[config.mk]
export PLATFORM = sky130hd
export DESIGN_NAME = thi_frac_div
export DESIGN_NICKNAME = d
export VERILOG_FILES = /design/src/sv/thi_pkg.sv /design/src/sv/thi_frac_div.sv
export SDC_FILE = /design/constraint.sdc
export NUM_CORES = 1
export LEC_CHECK = 0
export BUFFER_PORTS_ARGS = -buffer_cell sky130_fd_sc_hd__buf_2
export CORE_ASPECT_RATIO = 1.75
export CORE_MARGIN = 10
export CORE_UTILIZATION = 55
export CTS_CLUSTER_DIAMETER = 50
export DETAILED_ROUTE_END_ITERATION = 16
export GPL_ROUTABILITY_DRIVEN = 0
export PLACE_DENSITY = 0.78
export SETUP_SLACK_MARGIN = 0.4
export SLEW_MARGIN = 40
export SYNTH_ARGS = -nofsm -noshare
export SYNTH_HDL_FRONTEND = slang
export SYNTH_SLANG_ARGS = --single-unit
[constraint.sdc]
create_clock -name clock -period 9 [get_ports clock]
set_clock_uncertainty 0.1 [all_clocks]
set_input_delay 1.35 -clock clock [delete_from_list [all_inputs] [get_ports clock]]
set_output_delay 1.35 -clock clock [all_outputs]
set_load 0.02 [all_outputs]
[src/sv/thi_pkg.sv]
// ---------------------------------------------------------------------------
// thi_pkg
// Shared types, codes and helpers for the timestamped history interpolator.
// ---------------------------------------------------------------------------
package thi_pkg;

   localparam int POS_W       = 24;
   localparam int YAW_W       = 16;
   localparam int TIME_W      = 31;
   localparam int SLOT_TIME_W = 32;
   localparam int ELAPSED_W   = 16;
   localparam int SPACING_W   = 10;
   localparam int FRAC_W      = 17;               // weight, 65536 means 1.0
   localparam int DIFF_W      = SLOT_TIME_W + 1;  // time differences
   localparam int FIELD_W     = POS_W + 1;        // one field, extended
   localparam int PROD_W      = FIELD_W + FRAC_W + 1;

   localparam logic [SPACING_W-1:0] SPACING_RESET = 10'd50;

   localparam logic [1:0] OP_RESET   = 2'd0;
   localparam logic [1:0] OP_STORE   = 2'd1;
   localparam logic [1:0] OP_QUERY   = 2'd2;
   localparam logic [1:0] OP_RESTORE = 2'd3;

   localparam logic [2:0] STATUS_ACCEPTED = 3'd0;
   localparam logic [2:0] STATUS_NO_SHIFT = 3'd1;
   localparam logic [2:0] STATUS_INTERP   = 3'd2;
   localparam logic [2:0] STATUS_OLDEST   = 3'd3;
   localparam logic [2:0] STATUS_RESTORED = 3'd4;
   localparam logic [2:0] STATUS_NO_SAVE  = 3'd5;

   localparam logic [2:0] FLD_X        = 3'd0;
   localparam logic [2:0] FLD_Y        = 3'd1;
   localparam logic [2:0] FLD_Z        = 3'd2;
   localparam logic [2:0] FLD_YAW      = 3'd3;
   localparam logic [2:0] FLD_BOX_LOW  = 3'd4;
   localparam logic [2:0] FLD_BOX_HIGH = 3'd5;

   typedef struct packed {
      logic signed [POS_W-1:0] x;
      logic signed [POS_W-1:0] y;
      logic signed [POS_W-1:0] z;
      logic        [YAW_W-1:0] yaw;
      logic signed [POS_W-1:0] box_low;
      logic signed [POS_W-1:0] box_high;
   } pos_type;

   typedef struct packed {
      logic        [1:0]           op;
      logic        [TIME_W-1:0]    level_time;
      logic        [TIME_W-1:0]    previous_time;
      logic        [ELAPSED_W-1:0] elapsed_ms;
      logic                        is_bot;
      logic        [TIME_W-1:0]    query_time;
      logic signed [POS_W-1:0]     live_x;
      logic signed [POS_W-1:0]     live_y;
      logic signed [POS_W-1:0]     live_z;
      logic        [YAW_W-1:0]     live_yaw;
      logic signed [POS_W-1:0]     live_box_low;
      logic signed [POS_W-1:0]     live_box_high;
   } req_type;

   typedef struct packed {
      logic        [2:0]       status;
      logic signed [POS_W-1:0] out_x;
      logic signed [POS_W-1:0] out_y;
      logic signed [POS_W-1:0] out_z;
      logic        [YAW_W-1:0] out_yaw;
      logic signed [POS_W-1:0] out_box_low;
      logic signed [POS_W-1:0] out_box_high;
   } rsp_type;

   function automatic pos_type live_pos(req_type r);
      pos_type p;
      p.x        = r.live_x;
      p.y        = r.live_y;
      p.z        = r.live_z;
      p.yaw      = r.live_yaw;
      p.box_low  = r.live_box_low;
      p.box_high = r.live_box_high;
      return p;
   endfunction

   function automatic rsp_type make_rsp(logic [2:0] status, pos_type p);
      rsp_type r;
      r.status       = status;
      r.out_x        = p.x;
      r.out_y        = p.y;
      r.out_z        = p.z;
      r.out_yaw      = p.yaw;
      r.out_box_low  = p.box_low;
      r.out_box_high = p.box_high;
      return r;
   endfunction

   // yaw is zero extended, the linear fields sign extended
   function automatic logic signed [FIELD_W-1:0] pos_field(pos_type p, logic [2:0] f);
      logic signed [FIELD_W-1:0] v;
      case (f)
         FLD_X:        v = {p.x[POS_W-1], p.x};
         FLD_Y:        v = {p.y[POS_W-1], p.y};
         FLD_Z:        v = {p.z[POS_W-1], p.z};
         FLD_YAW:      v = {{(FIELD_W-YAW_W){1'b0}}, p.yaw};
         FLD_BOX_LOW:  v = {p.box_low[POS_W-1], p.box_low};
         FLD_BOX_HIGH: v = {p.box_high[POS_W-1], p.box_high};
         default:      v = '0;
      endcase
      return v;
   endfunction

endpackage

[src/sv/thi_frac_div.sv]
// ---------------------------------------------------------------------------
// thi_frac_div
// Restoring divider for the interpolation weight: floor(num * 65536 / den),
// one quotient bit a cycle. Needs num <= den and den > 0.
// ---------------------------------------------------------------------------
module thi_frac_div import thi_pkg::*; (
   input  logic              clock,
   input  logic              reset,
   input  logic              start,
   input  logic [DIFF_W-1:0] num,
   input  logic [DIFF_W-1:0] den,
   output logic              busy,
   output logic [FRAC_W-1:0] quot
);

   localparam int CNT_W = $clog2(FRAC_W + 1);

   logic [DIFF_W:0]   rem_ff;
   logic [DIFF_W-1:0] den_ff;
   logic [CNT_W-1:0]  cnt_ff;
   logic              busy_ff;
   logic [FRAC_W-1:0] quot_ff;

   logic              ge;
   logic [DIFF_W:0]   diff;

   assign ge   = rem_ff >= {1'b0, den_ff};
   assign diff = ge ? rem_ff - {1'b0, den_ff} : rem_ff;

   always_ff @(posedge clock) begin
      if (reset) begin
         busy_ff <= 1'b0;
         cnt_ff  <= '0;
      end else if (start) begin
         busy_ff <= 1'b1;
         cnt_ff  <= CNT_W'(FRAC_W);
         rem_ff  <= {1'b0, num};
         den_ff  <= den;
         quot_ff <= '0;
      end else if (busy_ff) begin
         // remainder stays below den, so the shifted value fits
         rem_ff  <= {diff[DIFF_W-1:0], 1'b0};
         quot_ff <= {quot_ff[FRAC_W-2:0], ge};
         cnt_ff  <= cnt_ff - 1'b1;
         if (cnt_ff == CNT_W'(1)) begin
            busy_ff <= 1'b0;
         end
      end
   end

   assign busy = busy_ff;
   assign quot = quot_ff;

endmodule

* Word-level counts from Yosys, hierarchy flattened
Index checks and enable logic that the tools add are counted.
Storage, ports and cells: bits in registers 90, input bits 69, logic and storage cells 25
Operators by class: $add $sub $neg 2, order comparisons 1, equal/unequal tests 1, muxes and demuxes 9, bitwise logic cells 1, reduce and logical (&&, ||, !) cells 4
Operators by type and width (number):
- $mux 33 | 2
- $ge 34x33->1 | 1
- $mux 34 | 1
- $sub 33x33->33 | 1
- $mux 17 | 1
- $mux 5 | 2
- $eq 5x1->1 const B | 1
- $sub 5x1->5 const B | 1
- $reduce_and 2->1 | 2
- $mux 1 | 3
- $reduce_bool 2->1 | 1
- $reduce_or 2->1 | 1
- $not 1->1 | 1

* Depth between registers and ports, before layout
Gate-level depths: netlist of run 1.
depth after elaboration 4, depth in mapped cells 14

* Worst setup path before layout of run 1
No wires, ideal clock.
kind input to register, from input port start, to register quot_ff[0] (netlist: quot[0]) (enable), setup time 0.461 ns, data arrival time 3.948 ns, required time 8.439 ns, setup slack 4.492 ns, cell stages on the path 4, cell sequence buf_4 -> clkbuf_1 -> nor2_1 -> nor2_1
On the way: word-level cells in the longest chain between the ends 2
RTL lines:
- start, declared | line thi_frac_div.sv:9 | input logic start,
- $reduce_bool 2->1 (no line)
- $reduce_and 2->1 (no line)
- end signal, assigned | line thi_frac_div.sv:43 | quot_ff <= {quot_ff[FRAC_W-2:0], ge};
- end, declared | line thi_frac_div.sv:22 | logic [FRAC_W-1:0] quot_ff;
No other way between the ends. A chain may end at the register's enable or synchronous reset.

* Worst setup path after layout of run 1
from input port start, to register den_ff[19] (enable)
On the way: word-level cells in the longest chain between the ends 1
RTL lines:
- $reduce_and 2->1 (no line)
- end signal, assigned | line thi_frac_div.sv:38 | den_ff <= den;
- end, declared | line thi_frac_div.sv:19 | logic [DIFF_W-1:0] den_ff;
No other way between the ends.

==> results of run 1 <==
==> cells in the final DEF (no fill, tap or decap), drive strengths merged, types with 4 or more instances in the layout <==
cell and n:
buf 91, edfxtp 84, a21oi 53, inv 47, nand2 45, ha 35
nor2 31, o21ai 26, xnor2 22, a2bb2oi 22, a21o 18, nor2b 18
and2 10, nor3 10, clkbuf 9, xor2 8, and3 8, a211oi 6
dfxtp 6, nand4 6, nand3 6, o21bai 6, or2 5, o211ai 4
a31oi 4
==> routing by layer <==
metal  track usage, %  vias to the layer above
li1                 -                     2217
met1             19.1                     2205
met2             34.1                      135
met3             4.04                       32
met4             8.48                        0
met5                0                        -
==> per-stage QoR <==
step	cell area, um^2	util, %	hold WS [ns]
CTS	6570	64.2	0.423
detailed placement	6240	61.0	0.414
floorplan	5770	-	0.369
global route	6600	64.5	0.457
finish	6600	64.5	0.419
global placement	6240	61.0	0.385
==> layout make-up <==
type                            count  area share [%]
Sequential cell                    90            40.0
Inverter                           46            2.62
Clock buffer                        9            3.41
Tap cell                          127            2.41
Clock inverter                      7            1.50
Multi-Input combinational cell    397            42.6
Timing Repair Buffer               91            7.39
==> power by group through the flow <==
stage	Clock (mW)	Sequential (mW)	Combinational [mW]
after floorplan	0	0.529	0.271
after global placement	0	0.524	0.343
after detailed placement	0	0.526	0.351
after CTS	0.415	0.517	0.355
after global routing	0.434	0.521	0.399
final	0.413	0.517	0.365
==> path summary, 6_finish.rpt <==
| check | start | endpoint | slack, ns | depth (start not counted) |
|---|---|---|---|---|
| max | start | den_ff[19] | 4.99 | 6 |
| min reg2reg | cnt_ff[1] | cnt_ff[1] | 0.42 | 2 |
| min | cnt_ff[1] | cnt_ff[1] | 0.42 | 2 |
| max reg2reg | rem_ff[0] | rem_ff[29] | 5.41 | 13 |
==> cell families (layout without fill, tap and decap cells) <==
family,count (synthesis),after routing
AO/OA/AOI/OAI,174,174
AND/OR/NAND/NOR,155,155
flip-flops,90,90
XOR/XNOR,30,30
multiplexers,2,2
adder cells (fa/ha/maj),36,36
buffers and inverters,69,153
==> sequential cells by signal (all words and copies together), names as in the netlist <==
signal,flops
busy,1
cnt_ff,5
rem_ff,34
den_ff,33
quot,17
==> critical path: stages <==
cell	delay, ns
buf_2	0.08
buf_4	0.52
clkinv_1	0.69
buf_4	0.43
nor2_4	0.46
buf_4	0.38
==> flow_metrics.py, run 1 <==
metrics = {
    "status": {
        "status": "finished clean",
    },
    "setup_path": {
        "critPathMaxFanout": 61,
        "crit_type": "input pin to flip-flop",
        "cp_data_arrival_time_ns": 3.94,
        "crit_path_end_kind": "flip-flop",
        "worst_ep_required_time_ns": 8.94,
        "crit_path_start_kind": "input pin",
    },
    "power_and_ir_drop": {
        "power.ir.vdd_worst_mv": 0.121,
        "p_sw_share_pct": 30.8,
        "power_switching_mw": 0.399,
        "power.total_mw": 1.30,
        "p_int_mw": 0.896,
        "p_leak_nw": 2.78,
        "power_density_mw_per_mm2": 196,
        "pwr-share-seq_pct": 40.0,
        "p_comb_share_pct": 28.2,
        "clockPowerShare_pct": 31.9,
    },
    "grt": {
        "grt_max_degree": 62,
        "grt_antenna_before_repair": 0,
        "overflow": 0,
        "grt_pass1_wl_um": 23200,
        "grt_use_total_pct": 18.4,
        "first_global_vias": 4868,
    },
    "cells_and_area": {
        "nFillCells": 819,
        "regArea_mm2": 0.00264,
        "drive_gt1_share_pct": 20.9,
        "syn_to_final_growth_pct": 14.5,
        "antenna_cells": 0,
        "fin_cells": 767,
        "nNetsFinal": 740,
        "multiInputGateArea_mm2": 0.00282,
    },
    "synth": {
        "synth_top_family_by_area": "compound AO/OA/AOI/OAI gates",
        "synthSimpleGateAreaFrac_pct": 14.0,
        "synth_top_flop_cell": "edfxtp_1",
        "synth-seq-cells": 90,
        "synth_edf_count": 84,
        "synth_top_area_cell": "edfxtp_1",
        "synth_most_common_cell": "edfxtp_1",
        "synth_largest_type_area_fraction_pct": 43.8,
        "synth_mux_area_share_pct": 0.347,
        "synth_common_cells": "84 x edfxtp_1, 46 x a21oi_1, 45 x inv_1, 45 x nand2_1, 35 x ha_1",
        "synthDistinctLibCells": 73,
        "synth_seq_area_share_pct": 45.8,
        "syn_nets": 661,
        "synth-compound-area-share_pct": 21.7,
        "synth_fa_ha_area_share_pct": 7.94,
        "synth_cells": 556,
        "synth.top_cells.by_area": "edfxtp_1 44%, ha_1 7.6%, a21oi_1 4.0%, xnor2_1 3.3%, a2bb2oi_1 3.2%",
        "synthesis.area_mm2": 0.00577,
        "ys_warn_count": 0,
        "postSynthAreaPerCell_um2": 10.4,
        "synth_xor_xnor_area_share_pct": 4.56,
        "synthArstFlopShare_pct": 0,
    },
    "sta": {
        "slew_violations": 0,
        "setup-violations-final": 0,
        "tns_ns": 0,
        "final.min_clock_period_ns": 4.01,
        "fin_crit_sh_pct": 44.5,
        "tightestPinTransition_ns": 0.668,
        "fmax_mhz": 250,
        "hold_violations": 0,
        "grt_setup_unrepaired": "no",
        "fin_ws_ns": 4.99,
        "max_slew_margin_pct": 55.4,
    },
    "clock_tree": {
        "clockBufferDepth": 2,
        "clkTransAtPathRegs_ns": 0.06,
        "htree_levels": 3,
        "clock_latency_ns": 0.35,
        "clockRootBuffer": "clkbuf_16",
        "post_cts_buffers": 0,
        "cts_sinks": 90,
        "cts_hold_buf": 0,
        "cts-buffers-inserted": 9,
        "cts_resized": 0,
        "cts_tree": "built",
    },
    "detailed_routing": {
        "drcViolationCount": 0,
        "drtIter0Drc": 347,
        "top_layer": "met4",
        "vias": 4589,
        "dr.pass1.iters": 4,
        "met3_length_um": 615,
        "met1Wirelength_um": 5550,
        "wire_per_inst_um": 18.6,
        "met2_length_um": 7720,
        "via_per_inst": 5.98,
        "wirelength_um": 14300,
        "ant_nets": 0,
    },
    "placement": {
        "io_buffers": 86,
        "dp.cells": 750,
        "place_ws_ns": 4.27,
        "dp_hpwl_um": 10500,
    },
    "floorplanning": {
        "dieWidth_um": 97.4,
        "fp.dieH_um": 155,
        "core_area_mm2": 0.0102,
        "io_pins": 87,
        "initial_core_util_pct": 56.3,
        "die_area_mm2": 0.0151,
        "rows": 49,
    },
    "job": {
        "cap_violations": 0,
    },
    "min_path": {
        "hp-class": "flip-flop to flip-flop",
    },
}
(Power assumes the default switching activity.)
==> run 2: changes to the inputs <==
clock period = 4.1 ns   (was 9 ns; I/O delays follow)
==> run 2 against run 1 <==
Global-route usage increased by 0.40 points. Worst setup slack worse by 4.4 ns. Critical path depth rose by 7. Clock power rose by 110%. Wire length grew 0.61%. Utilization about the same. Sequential cell count unchanged. Combinational power up 120%. Critical endpoint is now rem_ff[1]. Highest routed layer unchanged.
==> flow_metrics.py, run 2 (synthesized netlist as in run 1, its figures left out) <==
metrics = {
    "status": {
        "status": "finished clean",
    },
    "clock_tree": {
        "cts_resized": 0,
        "cts-buffers-inserted": 9,
        "htree_levels": 3,
        "cts_tree": "built",
        "clockRootBuffer": "clkbuf_16",
        "clkTransAtPathRegs_ns": 0.07,
        "clock_latency_ns": 0.35,
        "cts_hold_buf": 0,
        "post_cts_buffers": 0,
        "clockBufferDepth": 2,
        "cts_sinks": 90,
    },
    "setup_path": {
        "cp_num_buf_inv": 3,
        "slowest_delay_ns": 0.40,
        "reg2reg_from": "rem_ff[0]",
        "crit_type": "flip-flop to flip-flop",
        "crit_path_end_kind": "flip-flop",
        "crit_path_start_kind": "flip-flop",
        "reg2reg_depth": 13,
        "crit_path_top_delay_cell": "fa_1",
        "worst_ep_required_time_ns": 4.10,
        "critPathMaxFanout": 19,
        "critical_path.most_common_cell": "inv_1",
        "crit_chain": "inv_1 > ha_1 > inv_1 > fa_1 > a21o_1 > a211o_1 > nand4_2 > a21oi_2 > o2111a_2 > nor2_4 > buf_4 > nor2_1 > o22a_1",
        "rr_endpoint": "rem_ff[1]",
        "path_delay_family": "compound AO/OA/AOI/OAI gates",
        "cp_data_arrival_time_ns": 3.46,
        "r2r_slack_ns": 0.63,
    },
    "power_and_ir_drop": {
        "power.ir.vdd_worst_mv": 0.269,
        "p_sw_share_pct": 31.8,
        "clockPowerShare_pct": 31.1,
        "power_density_mw_per_mm2": 425,
        "p_leak_nw": 2.78,
        "p_int_mw": 1.91,
        "power_switching_mw": 0.891,
        "p_comb_share_pct": 28.4,
        "pwr-share-seq_pct": 40.5,
    },
    "floorplanning": {
        "initial_core_util_pct": 56.3,
        "fp.dieH_um": 155,
        "die_area_mm2": 0.0151,
        "dieWidth_um": 97.4,
        "core_area_mm2": 0.0102,
        "rows": 49,
        "io_pins": 87,
    },
    "placement": {
        "dp.cells": 751,
        "io_buffers": 86,
        "dp_hpwl_um": 10800,
        "place_ws_ns": 0.664,
    },
    "detailed_routing": {
        "wirelength_um": 14400,
        "vias": 4602,
        "drcViolationCount": 0,
        "dr.pass1.iters": 5,
        "drtIter0Drc": 299,
        "ant_nets": 0,
        "wire_per_inst_um": 18.8,
        "via_per_inst": 6.00,
    },
    "min_path": {
        "hold_end": "den_ff[1]",
        "hold_start": "den[1]",
        "min_path_cells": 1,
        "hp-class": "input pin to flip-flop",
    },
    "grt": {
        "first_global_vias": 4874,
        "grt_pass1_wl_um": 23600,
        "grt_use_total_pct": 18.8,
        "grt_antenna_before_repair": 0,
        "grt_max_degree": 40,
        "overflow": 0,
    },
    "cells_and_area": {
        "drive_gt1_share_pct": 20.9,
        "fin_cells": 767,
        "antenna_cells": 0,
        "layout_commonest_cell": "buf_2",
        "nNetsFinal": 740,
        "regArea_mm2": 0.00264,
        "syn_to_final_growth_pct": 14.4,
        "mostFrequentLayoutCells": "86 x buf_2, 84 x edfxtp_1, 46 x a21oi_1",
        "nFillCells": 844,
        "regMostFlops": "rem_ff",
        "largest_reg_flops": 34,
        "multiInputGateArea_mm2": 0.00281,
    },
    "sta": {
        "final.min_clock_period_ns": 3.47,
        "tns_ns": 0,
        "grt_setup_unrepaired": "no",
        "max_slew_margin_pct": 53.0,
        "hold_violations": 0,
        "fin_ws_ns": 0.635,
        "slew_violations": 0,
        "tightestPinTransition_ns": 0.704,
        "setup-violations-final": 0,
        "fin_crit_sh_pct": 84.5,
        "fmax_mhz": 289,
    },
    "job": {
        "cap_violations": 0,
    },
}
-- run 2: cell count changes in the layout (fill, tap and decap cells not counted), sizes merged --
cell,previous run,this run
inv,47,48
bufinv,2,1
-- run 2: cell type report --
type                    count  area share [%]
repair buffers             91            7.47
flip-flops and latches     90            40.1
clock inverters             7            1.42
multi-input cells         397            42.6
well taps                 127            2.41
inverters                  46            2.62
clock buffers               9            3.41
-- run 2: routing by layer --
metal / track usage [%] / vias up / routed length [um]
met5: 0 / - / 0
met2: 35.1 / 145 / 7730
met4: 8.83 / 0 / 509
met1: 19.7 / 2198 / 5550
met3: 3.55 / 43 / 600
li1: - / 2216 / -
-- run 2: worst max path at each step --
stage / from / to / slack (ns) / depth (start not counted)
after global placement: rem_ff[0] / rem_ff[3] / 0.66 / 12
after detailed placement: rem_ff[0] / rem_ff[1] / 0.66 / 13
final: rem_ff[0] / rem_ff[1] / 0.63 / 13
after global routing: rem_ff[0] / rem_ff[8] / 0.47 / 13
after floorplan: start / den_ff[0] / 1.03 / 4
after CTS: rem_ff[0] / rem_ff[1] / 0.64 / 13
-- run 2: metrics by stage --
step	hold slack, ns	utilization (%)	cell area, um^2	total power, mW
5_1_grt	0.328	64.4	6600	2.94
3_3_place_gp	0.383	61.3	6280	1.92
3_5_place_dp	0.398	61.3	6280	1.94
2_1_floorplan	0.369	-	5770	1.75
4_1_cts	0.329	64.4	6600	2.81
6_report	0.335	64.4	6600	2.80
-- run 2: power groups by stage --
stage          Clock, mW  Combinational, mW  Sequential, mW
3_3_place_gp           0              0.768            1.15
6_report           0.871              0.798            1.14
3_5_place_dp           0              0.784            1.15
4_1_cts            0.881              0.791            1.13
2_1_floorplan          0              0.594            1.16
5_1_grt            0.919              0.882            1.14
-- run 2: worst reg2reg max path, delay by kind of cell, from the launching register on --
| family | cells | cell delay, ns |
|---|---|---|
| AO/OA/AOI/OAI | 5 | 1.14 |
| adder cells (fa/ha/maj) | 2 | 0.56 |
| buffers and inverters | 3 | 0.48 |
| flip-flops | 1 | 0.36 |
| AND/OR/NAND/NOR | 3 | 0.56 |
==> run 3: changes to the inputs <==
ABC_AREA = 1   (was default)
clock period = 3.3 ns   (was 4.1 ns; I/O delays follow)
==> run 3 against run 2 <==
Clock power increased by 21%. Die area increased by 12%. Sequential cell count unchanged. Clock-buffer cell count unchanged. Final cell count is 50% higher. Worst hold slack got worse by 0.12 ns. Fmax increased by 28%. Critical path depth grew 1. Highest routed layer unchanged. Worst setup slack got worse by 0.050 ns. Sequential share of layout area decreased by 4.7 points. Via count rose by 29%.
==> flow_metrics.py, run 3 <==
metrics = {
    "status": {
        "status": "finished clean",
    },
    "sta": {
        "final.min_clock_period_ns": 2.72,
        "slew_violations": 0,
        "fmax_mhz": 368,
        "max_slew_margin_pct": 64.6,
        "grt_setup_unrepaired": "no",
        "setup-violations-final": 0,
        "hold_violations": 0,
        "tightestPinTransition_ns": 0.531,
        "tns_ns": 0,
        "fin_crit_sh_pct": 82.3,
    },
    "clock_tree": {
        "cts_tree": "built",
        "cts_hold_buf": 0,
        "cts_sinks": 90,
        "htree_levels": 3,
        "clockBufferDepth": 2,
        "clkTransAtPathRegs_ns": 0.07,
        "clock_latency_ns": 0.35,
        "clockRootBuffer": "clkbuf_16",
        "cts-buffers-inserted": 9,
    },
    "placement": {
        "place_area_mm2": 0.00715,
        "dp_hpwl_um": 13100,
        "io_buffers": 86,
    },
    "synth": {
        "syn_nets": 1031,
        "synth_seq_area_share_pct": 40.1,
        "synth_common_cells": "343 x nand2_1, 183 x inv_1, 84 x edfxtp_1",
        "ys_warn_count": 0,
        "synth_edf_count": 84,
        "synthesis.area_mm2": 0.00659,
        "synth_top_flop_cell": "edfxtp_1",
        "postSynthAreaPerCell_um2": 7.12,
        "synth-seq-cells": 90,
        "synth.top_cells.by_area": "edfxtp_1 38%, nand2_1 20%, inv_1 10%, ha_1 6.6%, nand3_1 5.2%",
        "synth_largest_type_area_fraction_pct": 38.3,
        "synthArstFlopShare_pct": 0,
        "synth_top_area_cell": "edfxtp_1",
        "synth_most_common_cell": "nand2_1",
        "synth_cells": 926,
        "synthDistinctLibCells": 34,
    },
    "detailed_routing": {
        "drtIter0Drc": 331,
        "via_per_inst": 5.13,
        "met3_length_um": 946,
        "ant_nets": 0,
        "dr.pass1.iters": 5,
        "met1Wirelength_um": 6400,
        "wire_per_inst_um": 14.8,
        "met2_length_um": 8750,
        "vias": 5915,
        "top_layer": "met4",
        "wirelength_um": 17100,
        "drcViolationCount": 0,
    },
    "setup_path": {
        "r2r_slack_ns": 0.58,
        "crit_path_start_kind": "flip-flop",
        "crit_path_end_kind": "flip-flop",
        "cp_data_arrival_time_ns": 2.73,
        "worst_ep_required_time_ns": 3.32,
        "crit_type": "flip-flop to flip-flop",
        "critPathMaxFanout": 35,
    },
    "cells_and_area": {
        "mostFrequentLayoutCells": "343 x nand2_1, 183 x inv_1, 86 x buf_2",
        "layout_commonest_cell": "nand2_1",
        "regMostFlops": "rem_ff",
        "final_area_mm2": 0.00748,
        "syn_to_final_growth_pct": 13.4,
        "largest_reg_flops": 34,
        "nNetsFinal": 1119,
        "nFillCells": 1054,
        "drive_gt1_share_pct": 13.1,
        "antenna_cells": 0,
    },
    "grt": {
        "overflow": 0,
        "grt_pass1_wl_um": 28100,
        "grt_use_total_pct": 21.1,
        "grt_antenna_before_repair": 0,
        "first_global_vias": 6129,
        "grt_max_degree": 52,
    },
    "power_and_ir_drop": {
        "power_density_mw_per_mm2": 473,
        "power.total_mw": 3.54,
        "p_leak_nw": 4.00,
        "power.ir.vdd_worst_mv": 0.326,
    },
    "floorplanning": {
        "core_area_mm2": 0.0116,
        "dieWidth_um": 103,
        "die_area_mm2": 0.0169,
        "rows": 52,
        "initial_core_util_pct": 56.6,
        "fp.dieH_um": 165,
        "io_pins": 87,
    },
    "min_path": {
        "hp-class": "input pin to flip-flop",
    },
    "job": {
        "cap_violations": 0,
    },
}
run 3: cell types whose count changed after synthesis, sizes merged, moves of 22 or more:
cell / previous run / this run
o21ai: 26 / 4
inv: 45 / 185
a2bb2oi: 22 / 0
nand3: 6 / 69
a21oi: 53 / 20
nand2: 45 / 352
nor2: 31 / 84
nand3b: 0 / 26
run 3: repair_timing:
| item | CTS | global route |
|---|---|---|
| resized for setup | 0 | 1 |
| buffers inserted | 0 | 3 |
| endpoints found under the setup margin | 0 | 26 |
run 3: area by class of cell:
class	instances	area (um^2)	area share [%]
sequential	90	2640	35.3
clock inverter	7	76.3	1.02
tap	135	169	2.26
multi-input combinational	631	3160	42.3
timing repair buffer	96	505	6.76
inverter	186	698	9.34
clock buffer	9	225	3.01
run 3: cells by family after synthesis:
family                     count (synthesis)  share of synthesized area [%]
AOI/OAI and AO/OA                         32                           2.71
xor gates and xnor gates                  15                           1.99
adders and majority gates                 36                           6.95
buffers and inverters                    205                           12.3
DFF                                       90                           40.1
and+or+nand+nor                          548                           35.9
run 3: routing by layer:
layer	global-route usage, %	vias up
li1	-	3046
met5	0	-
met2	37.2	168
met1	21.6	2644
met4	13.5	0
met3	5.06	57
run 3: metrics by stage:
step                cells  setup WS (ns)  util (%)  hold slack, ns
detailed placement   1135          0.455      61.4           0.409
floorplan             926          0.411         -           0.357
CTS                  1151          0.425      64.0           0.206
global route         1154          0.405      64.2           0.204
finish               1154          0.584      64.2           0.212
global placement     1135          0.497      61.4           0.372
run 3: worst paths after layout:
check | from | endpoint | cells after the start
hold / removal | den[26] | den_ff[26] | 1
setup reg to reg | rem_ff[0] | rem_ff[26] | 14
hold reg to reg | cnt_ff[1] | cnt_ff[1] | 2
setup / recovery | rem_ff[0] | rem_ff[26] | 14
run 3: worst max-delay path, cell delays in order, from the launching register on:
cell and delay [ns]:
edfxtp_1 0.36, inv_1 0.09, ha_1 0.14, inv_1 0.07, fa_1 0.44, nand3_1 0.14
nand3_2 0.15, nand2_1 0.14, nand2_2 0.09, nand2_4 0.20, nand2_8 0.21, nand2_1 0.16
nand2_1 0.07, nand2_1 0.07, nand2_1 0.05
run 3: power breakdown:
group | switching [mW] | total [mW] | internal [mW]
sequential | 0.0417 | 1.41 | 1.36
clock | 0.460 | 1.05 | 0.594
combinational | 0.690 | 1.08 | 0.390
